File: src/rtl/day_count_to_calendar_date_core_macros.svh
// ----------------------------------------------------------------------------
// Assertion macros for the day count to calendar date core
// ----------------------------------------------------------------------------
`ifndef DAY_COUNT_TO_CALENDAR_DATE_CORE_MACROS_SVH
`define DAY_COUNT_TO_CALENDAR_DATE_CORE_MACROS_SVH

// same-cycle implication, masked during reset
`define DCCD_ASSERT_IMP(lbl, ante, cons, msg) \
   lbl: assert property (@(posedge clock) disable iff (reset) (ante) |-> (cons)) \
      else $error(msg);

// next-cycle implication, masked during reset
`define DCCD_ASSERT_NXT(lbl, ante, cons, msg) \
   lbl: assert property (@(posedge clock) disable iff (reset) (ante) |=> (cons)) \
      else $error(msg);

`endif

File: src/rtl/dccd_pkg.sv
// ----------------------------------------------------------------------------
// dccd_pkg
// Widths, constants, stage types and small tables for the day count to
// calendar date core.
// ----------------------------------------------------------------------------
package dccd_pkg;

   localparam int DAY_NUMBER_W = 32;
   localparam int YEAR_W       = 24;
   localparam int MONTH_W      = 4;
   localparam int MDAY_W       = 5;
   localparam int YDAY_W       = 9;
   localparam int WDAY_W       = 3;
   localparam int NUM_STAGES   = 10;

   // rebias: day number + 2^31 + this = days from 1 March year 0, plus 14700 eras
   localparam logic [32:0] ZP_OFFSET    = 33'd836151;
   localparam logic [17:0] DAYS_PER_ERA = 18'd146097;
   localparam logic [15:0] ERA_BIAS     = 16'd14700;
   // reciprocals: floor(2^37/146097), ceil(2^29/1460), ceil(2^28/365)
   localparam logic [19:0] RECIP_ERA    = 20'd940737;
   localparam logic [18:0] RECIP_1460   = 19'd367720;
   localparam logic [19:0] RECIP_365    = 20'd735440;

   typedef struct packed {
      logic [32:0] zp;
      logic [6:0]  wsum;
   } st1_type;

   typedef struct packed {
      logic [32:0] zp;
      logic [14:0] q0;
      logic [2:0]  wd;
   } st2_type;

   typedef struct packed {
      logic [18:0] r;
      logic [14:0] q0;
      logic [2:0]  wd;
   } st3_type;

   typedef struct packed {
      logic [17:0] doe;
      logic [15:0] era;
      logic [2:0]  wd;
   } st4_type;

   typedef struct packed {
      logic [17:0] doe;
      logic [6:0]  a1;
      logic [2:0]  b;
      logic        c;
      logic [23:0] ybase;
      logic [2:0]  wd;
   } st5_type;

   typedef struct packed {
      logic [17:0] doe;
      logic [17:0] t;
      logic [23:0] ybase;
      logic [2:0]  wd;
   } st6_type;

   typedef struct packed {
      logic [17:0] doe;
      logic [8:0]  yoe;
      logic [23:0] ybase;
      logic [2:0]  wd;
   } st7_type;

   typedef struct packed {
      logic [8:0]  doy;
      logic [8:0]  yoe;
      logic [23:0] ybase;
      logic [2:0]  wd;
   } st8_type;

   typedef struct packed {
      logic [3:0]  mon;
      logic [4:0]  mday;
      logic        leap;
      logic [23:0] year;
      logic [2:0]  wd;
   } st9_type;

   typedef struct packed {
      logic [23:0] year;
      logic [3:0]  mon;
      logic [4:0]  mday;
      logic [8:0]  yday;
      logic [2:0]  wd;
   } st10_type;

   // first day of each month in a year that starts on 1 March
   function automatic logic [8:0] mar_start(input logic [3:0] mp);
      logic [8:0] s;
      case (mp)
         4'd0:    s = 9'd0;
         4'd1:    s = 9'd31;
         4'd2:    s = 9'd61;
         4'd3:    s = 9'd92;
         4'd4:    s = 9'd122;
         4'd5:    s = 9'd153;
         4'd6:    s = 9'd184;
         4'd7:    s = 9'd214;
         4'd8:    s = 9'd245;
         4'd9:    s = 9'd275;
         4'd10:   s = 9'd306;
         4'd11:   s = 9'd337;
         default: s = 9'd0;
      endcase
      return s;
   endfunction

   // zero-based day of year of the first of a month, 1 is January
   function automatic logic [8:0] month_start(input logic leap, input logic [3:0] mon);
      logic [8:0] s;
      case (mon)
         4'd1:    s = 9'd0;
         4'd2:    s = 9'd31;
         4'd3:    s = 9'd59;
         4'd4:    s = 9'd90;
         4'd5:    s = 9'd120;
         4'd6:    s = 9'd151;
         4'd7:    s = 9'd181;
         4'd8:    s = 9'd212;
         4'd9:    s = 9'd243;
         4'd10:   s = 9'd273;
         4'd11:   s = 9'd304;
         4'd12:   s = 9'd334;
         default: s = 9'd0;
      endcase
      if (leap && (mon > 4'd2)) begin
         s = s + 9'd1;
      end
      return s;
   endfunction

   // residue mod 7 of a 7-bit octal digit sum (8 = 1 mod 7)
   function automatic logic [2:0] mod7_fold(input logic [6:0] v);
      logic [3:0] f;
      f = 4'(v[6]) + 4'(v[5:3]) + 4'(v[2:0]);
      if (f >= 4'd14) begin
         f = f - 4'd14;
      end else if (f >= 4'd7) begin
         f = f - 4'd7;
      end
      return f[2:0];
   endfunction

endpackage

File: src/rtl/day_count_to_calendar_date_core.sv
// ----------------------------------------------------------------------------
// day_count_to_calendar_date_core
// Each stage is one register on the way from accepted request to response valid.
// Throughput: one transaction per cycle while rsp_stall is low; bubbles close up under rsp_stall.
// Reset clears only the stage valid bits; the stage data registers are not reset.
// Signed day number since 30 Dec 1899 in, proleptic Gregorian date out.
// ----------------------------------------------------------------------------
`include "day_count_to_calendar_date_core_macros.svh"

module day_count_to_calendar_date_core (
   input  logic                                       clock,
   input  logic                                       reset,
   input  logic                                       req_valid,
   output logic                                       req_stall,
   input  logic signed [dccd_pkg::DAY_NUMBER_W-1:0]   req_day_number,
   output logic                                       rsp_valid,
   input  logic                                       rsp_stall,
   output logic signed [dccd_pkg::YEAR_W-1:0]         rsp_year,
   output logic        [dccd_pkg::MONTH_W-1:0]        rsp_month,
   output logic        [dccd_pkg::MDAY_W-1:0]         rsp_day_of_month,
   output logic        [dccd_pkg::YDAY_W-1:0]         rsp_day_of_year,
   output logic        [dccd_pkg::WDAY_W-1:0]         rsp_weekday
);
   import dccd_pkg::*;

   logic [NUM_STAGES-1:0] vld_ff;
   logic [NUM_STAGES-1:0] adv;

   st1_type  s1_in,  s1_ff;
   st2_type  s2_in,  s2_ff;
   st3_type  s3_in,  s3_ff;
   st4_type  s4_in,  s4_ff;
   st5_type  s5_in,  s5_ff;
   st6_type  s6_in,  s6_ff;
   st7_type  s7_in,  s7_ff;
   st8_type  s8_in,  s8_ff;
   st9_type  s9_in,  s9_ff;
   st10_type s10_in, s10_ff;

   // a stage may load when empty or when the one after it moves on
   always_comb begin
      adv[NUM_STAGES-1] = !vld_ff[NUM_STAGES-1] || !rsp_stall;
      for (int i = NUM_STAGES-2; i >= 0; i--) begin
         adv[i] = !vld_ff[i] || adv[i+1];
      end
   end

   assign req_stall = !adv[0];

   always_ff @(posedge clock) begin
      if (reset) begin
         vld_ff <= '0;
      end else begin
         if (adv[0]) begin
            vld_ff[0] <= req_valid;
         end
         for (int i = 1; i < NUM_STAGES; i++) begin
            if (adv[i]) begin
               vld_ff[i] <= vld_ff[i-1];
            end
         end
      end
   end

   // stage 1: rebias to an unsigned era count; octal digit sum for the weekday
   logic [31:0] ubias;
   logic [6:0]  wacc;
   always_comb begin
      ubias = {~req_day_number[31], req_day_number[30:0]};
      wacc  = 7'd4;  // Saturday at day zero, with 2^31 mod 7 folded in
      for (int i = 0; i < 10; i++) begin
         wacc = wacc + 7'(ubias[3*i +: 3]);
      end
      wacc     = wacc + 7'(ubias[31:30]);
      s1_in.zp   = {1'b0, ubias} + ZP_OFFSET;
      s1_in.wsum = wacc;
   end

   // stage 2: era estimate by reciprocal, may be up to two low
   logic [35:0] era_prod;
   always_comb begin
      era_prod = {20'd0, s1_ff.zp[32:17]} * {16'd0, RECIP_ERA};
      s2_in.zp = s1_ff.zp;
      s2_in.q0 = era_prod[34:20];
      s2_in.wd = mod7_fold(s1_ff.wsum);
   end

   // stage 3: remainder against the estimate
   logic [32:0] era_days;
   logic [32:0] era_rem;
   always_comb begin
      era_days = {18'd0, s2_ff.q0} * {15'd0, DAYS_PER_ERA};
      era_rem  = s2_ff.zp - era_days;
      s3_in.r  = era_rem[18:0];
      s3_in.q0 = s2_ff.q0;
      s3_in.wd = s2_ff.wd;
   end

   // stage 4: two correction steps, then remove the era bias
   logic [18:0] r1, r2;
   logic [14:0] q1, q2;
   always_comb begin
      r1 = s3_ff.r;
      q1 = s3_ff.q0;
      if (s3_ff.r >= 19'(DAYS_PER_ERA)) begin
         r1 = s3_ff.r - 19'(DAYS_PER_ERA);
         q1 = s3_ff.q0 + 15'd1;
      end
      r2 = r1;
      q2 = q1;
      if (r1 >= 19'(DAYS_PER_ERA)) begin
         r2 = r1 - 19'(DAYS_PER_ERA);
         q2 = q1 + 15'd1;
      end
      s4_in.doe = r2[17:0];
      s4_in.era = {1'b0, q2} - ERA_BIAS;
      s4_in.wd  = s3_ff.wd;
   end

   // stage 5: leap corrections within the era; era * 400 by shifts
   logic [36:0] p1460;
   logic [23:0] era_x;
   always_comb begin
      p1460     = {19'd0, s4_ff.doe} * {18'd0, RECIP_1460};
      era_x     = {{8{s4_ff.era[15]}}, s4_ff.era};
      s5_in.doe = s4_ff.doe;
      s5_in.a1  = p1460[35:29];
      s5_in.b   = 3'(s4_ff.doe >= 18'd36524) + 3'(s4_ff.doe >= 18'd73048)
                + 3'(s4_ff.doe >= 18'd109572) + 3'(s4_ff.doe >= 18'd146096);
      s5_in.c   = (s4_ff.doe == 18'd146096);
      s5_in.ybase = (era_x << 8) + (era_x << 7) + (era_x << 4);
      s5_in.wd  = s4_ff.wd;
   end

   // stage 6: day count with leap days removed
   logic [18:0] t_sum;
   always_comb begin
      t_sum = 19'(s5_ff.doe) - 19'(s5_ff.a1) + 19'(s5_ff.b) - 19'(s5_ff.c);
      s6_in.doe   = s5_ff.doe;
      s6_in.t     = t_sum[17:0];
      s6_in.ybase = s5_ff.ybase;
      s6_in.wd    = s5_ff.wd;
   end

   // stage 7: year of era
   logic [37:0] p365;
   always_comb begin
      p365 = {20'd0, s6_ff.t} * {18'd0, RECIP_365};
      s7_in.doe   = s6_ff.doe;
      s7_in.yoe   = p365[36:28];
      s7_in.ybase = s6_ff.ybase;
      s7_in.wd    = s6_ff.wd;
   end

   // stage 8: day within the March-based year
   logic [1:0]  cent;
   logic [18:0] year_days;
   logic [18:0] doy_full;
   always_comb begin
      cent = 2'(s7_ff.yoe >= 9'd100) + 2'(s7_ff.yoe >= 9'd200) + 2'(s7_ff.yoe >= 9'd300);
      year_days = 19'(s7_ff.yoe) * 19'd365 + 19'(s7_ff.yoe[8:2]);
      doy_full  = 19'(s7_ff.doe) + 19'(cent) - year_days;
      s8_in.doy   = doy_full[8:0];
      s8_in.yoe   = s7_ff.yoe;
      s8_in.ybase = s7_ff.ybase;
      s8_in.wd    = s7_ff.wd;
   end

   // stage 9: month, day of month, calendar year and leap flag
   logic [3:0] mp;
   logic [8:0] mday_full;
   logic       jan_feb;
   logic [9:0] yy;
   always_comb begin
      mp = 4'd0;
      for (int k = 1; k < 12; k++) begin
         mp = mp + 4'(s8_ff.doy >= mar_start(4'(k)));
      end
      mday_full = s8_ff.doy - mar_start(mp) + 9'd1;
      jan_feb   = (mp >= 4'd10);
      // year within the 400-year cycle decides leap; 0 and 400 both qualify
      yy = 10'(s8_ff.yoe) + 10'(jan_feb);
      s9_in.mon  = jan_feb ? (mp - 4'd9) : (mp + 4'd3);
      s9_in.mday = mday_full[4:0];
      s9_in.leap = (yy[1:0] == 2'd0) && !(yy inside {10'd100, 10'd200, 10'd300});
      s9_in.year = s8_ff.ybase + 24'(s8_ff.yoe) + 24'(jan_feb);
      s9_in.wd   = s8_ff.wd;
   end

   // stage 10: day of year, output register
   always_comb begin
      s10_in.year = s9_ff.year;
      s10_in.mon  = s9_ff.mon;
      s10_in.mday = s9_ff.mday;
      s10_in.yday = month_start(s9_ff.leap, s9_ff.mon) + 9'(s9_ff.mday) - 9'd1;
      s10_in.wd   = s9_ff.wd;
   end

   always_ff @(posedge clock) begin
      if (adv[0]) begin
         s1_ff <= s1_in;
      end
      if (adv[1]) begin
         s2_ff <= s2_in;
      end
      if (adv[2]) begin
         s3_ff <= s3_in;
      end
      if (adv[3]) begin
         s4_ff <= s4_in;
      end
      if (adv[4]) begin
         s5_ff <= s5_in;
      end
      if (adv[5]) begin
         s6_ff <= s6_in;
      end
      if (adv[6]) begin
         s7_ff <= s7_in;
      end
      if (adv[7]) begin
         s8_ff <= s8_in;
      end
      if (adv[8]) begin
         s9_ff <= s9_in;
      end
      if (adv[9]) begin
         s10_ff <= s10_in;
      end
   end

   assign rsp_valid        = vld_ff[NUM_STAGES-1];
   assign rsp_year         = s10_ff.year;
   assign rsp_month        = s10_ff.mon;
   assign rsp_day_of_month = s10_ff.mday;
   assign rsp_day_of_year  = s10_ff.yday;
   assign rsp_weekday      = s10_ff.wd;

   `DCCD_ASSERT_IMP(a_month_range, rsp_valid, (rsp_month >= 4'd1) && (rsp_month <= 4'd12), "month out of range")
   `DCCD_ASSERT_IMP(a_january_yday, rsp_valid && (rsp_month == 4'd1), rsp_day_of_year == (9'(rsp_day_of_month) - 9'd1), "January day of year mismatch")
   `DCCD_ASSERT_IMP(a_weekday_range, rsp_valid, rsp_weekday <= 3'd6, "weekday out of range")
   `DCCD_ASSERT_NXT(a_entry_taken, req_valid && !req_stall, vld_ff[0], "accepted transaction missing at first stage")

endmodule

File: config.mk
export PLATFORM = sky130hd
export DESIGN_NAME = day_count_to_calendar_date_core
export DESIGN_NICKNAME = d
export VERILOG_FILES = /design/src/rtl/dccd_pkg.sv /design/src/rtl/day_count_to_calendar_date_core.sv
export VERILOG_INCLUDE_DIRS = /design/src /design/src/rtl
export SDC_FILE = /design/constraint.sdc
export NUM_CORES = 2
export LEC_CHECK = 0
export BUFFER_PORTS_ARGS = -buffer_cell sky130_fd_sc_hd__buf_2
export CORE_MARGIN = 10
export CORE_UTILIZATION = 41
export CTS_CLUSTER_SIZE = 40
export DETAILED_ROUTE_END_ITERATION = 6
export REMOVE_ABC_BUFFERS = 1
export SYNTH_ARGS = -nofsm -noshare
export SYNTH_HDL_FRONTEND = slang
export SYNTH_SLANG_ARGS = --single-unit
File: constraint.sdc
create_clock -name clock -period 9.15 [get_ports clock]
set_clock_uncertainty 0.05 [all_clocks]
set_input_delay 2.745 -clock clock [delete_from_list [all_inputs] [get_ports clock]]
set_output_delay 2.745 -clock clock [all_outputs]
set_load 0.01 [all_outputs]
==> flow_summary.ini <==
[timing]
drv_slew = 0
hold_viol = 0
setup_viol_count_final = 0
post-route-period-util_pct = 83.4
fin_crit_ns = 7.63
whs_ns = 0.352
rsz0062_at_grt = false
max_freq_mhz = 131
worst_pin_slew_ns = 1.10
slew_headroom_pct = 24.7

[logic_synthesis]
yosysWarnings = 0
synthesis.area_mm2 = 0.0409
ys_top_cells_by_area = edfxtp_1 (31%), fa_1 (22%), ha_1 (21%)
yosys.area.top_type = edfxtp_1
ys.flop_type = edfxtp_1
synthTopCellsByCount = inv_1 (737), ha_1 (689), fa_1 (448)
async_flop_share_pct = 0
synth_most_common_cell = inv_1
synth_top_area_share_pct = 30.6
synth_edf_count = 417
avgSynthCellArea_um2 = 11.7
ys_ff_latch = 436
yosysSeqAreaShare_pct = 31.6
yosys.cell_types.count = 85
synthCells = 3506

[final_layout]
n_antenna_cell = 0
drive_gt1_share_pct = 5.76
nNetsFinal = 4797
area_growth_pct = 8.89

[routing]
wl_um = 75400
drt_iter0_markers = 901
m1WireLength_um = 35600
drc = 0
dr_wl_met2_um = 35900
firstDrtPassIters = 4
met3_length_um = 2620
dr_total_vias = 23814
ant_nets = 0
vias_per_cell = 4.81
routedWlPerCell_um = 15.2
top_layer_used = met5

[floorplan]
initial_core_util_pct = 41.4
num_rows = 115
io_pins = 83
design.core.area_mm2 = 0.0987
dieArea_mm2 = 0.113
die_h_um = 336
die_x_um = 336

[critical_path]
slowest_stage = and3_1
worstPathArrival_ns = 4.84
slowest_delay_ns = 0.40
critical_path.max_fanout = 42
cp-start-kind = input pin
cp_top_family = simple AND/OR/NAND/NOR gates
endpoint_kind = primary output
critical_path_class = in -> out
critPathBufInv = 4
crit_path_cell_trace = buf_2 > and3_1 > and3_1 > nand3_2 > nor2_1 > nand4_1 > buf_4 > inv_1 > buf_2
crit_required_ns = 6.36

[clocking]
h-tree-depth = 2
cts_tree = built
max-clock-path-buffers = 3
cts_buffers = 48
holdBufCountCts = 0
cts_resized = 0
cts_sinks = 436
cts_setup_buffers = 0
cts.reportedPaths.clkPinSlew_ns = 0.05
root_buffer = clkbuf_16
clock_latency_ns = 0.61

[placed_design]
gp_congestion = 0.827
hpwl_um = 62000
portBuffers = 82

[grt]
grt_pass1_vias = 24852
grtUsageTotal_pct = 13.8
grt_pass1_wl_um = 127000
grt_overflow = 0
grt_max_degree = 54
antenna_found_initial = 1

[flow_run]
maxCapViolations = 0

[hold_path]
hold_class = reg -> reg

[status]
status = completed
## cells by family after synthesis
logic type	share of synthesized area, %
buf+inv	7.10
flops	31.6
fa+ha+maj	43.0
xor+xnor	5.23
simple gates	5.90
compound gates	6.59
mux	0.576
## layout make-up
class                   instances  area [µm²]
clock buffers                  61        1280
inverters                     737        2770
fillers                      9105       54200
repair buffers                101         553
flip-flops and latches        436       12900
multi-input cells            2300       25100
clock inverters                27         290
well taps                    1287        1610
## metal layers
layer / up-vias / track usage (%)
met5: - / 0
met3: 84 / 2.10
met4: 2 / 2.99
met2: 286 / 23.4
li1: 11900 / -
met1: 11542 / 18.5
## cells in the final DEF (no fill, tap or decap), types with 19 or more instances in the layout
cell type	count
nand3_1	39
o21ai_0	78
edfxtp_1	417
xnor2_1	172
a21oi_1	110
xor2_1	70
dfxtp_1	19
clkbuf_16	49
ha_1	689
buf_2	82
nand4_1	19
a21o_1	46
inv_1	737
nand2_1	119
nor2b_1	23
o21a_1	30
buf_4	19
fa_1	448
nor2_1	136
nor3_1	46
## flip-flops by register name, summed over array words and instances (netlist names), 3 cells and up, named ones only
signal	cells
era_x	16
rsp_day_of_month	5
rsp_day_of_year	9
rsp_month	4
rsp_weekday	3
rsp_year	24
s10_in	36
s1_ff	40
s2_ff	37
s3_ff	37
s4_ff	21
s5_ff	52
s6_ff	50
s7_ff	41
s8_ff	41
vld_ff	10
## worst reg2reg max path, delay by kind of cell, from the launching register on
family / cells / cell delay, ns
fa+ha+maj: 7 / 2.95
compound gates: 8 / 1.66
simple gates: 8 / 1.47
flops: 1 / 0.51
buf+inv: 1 / 0.16
xor+xnor: 1 / 0.12
## worst paths after layout
kind / start / to / slack, ns / depth (start not counted)
hold / removal: s6_ff[1] / s7_ff[1] / 0.35 / 0
hold reg to reg: s6_ff[1] / s7_ff[1] / 0.35 / 0
setup / recovery: rsp_stall / req_stall / 1.52 / 9
setup reg to reg: s8_ff[37] / s10_in[44] / 1.97 / 25
## stage by stage
step | instances | setup TNS (ns) | utilization, % | worst slack (ns) | cell area [µm²]
final | 4949 | 0 | 45.1 | 1.52 | 44500
after global routing | 4949 | 0 | 45.1 | 1.26 | 44500
after CTS | 4949 | 0 | 45.1 | 1.46 | 44500
after detailed placement | 4861 | 0 | 43.5 | 1.47 | 42900
after global placement | 4861 | 0 | 43.5 | 1.51 | 42900
after floorplan | 3473 | -0.600 | - | -0.600 | 40700
Power is left out: the tool's default activity adds up to more than one toggle a clock period on the data nets, which glitch-free logic cannot reach.
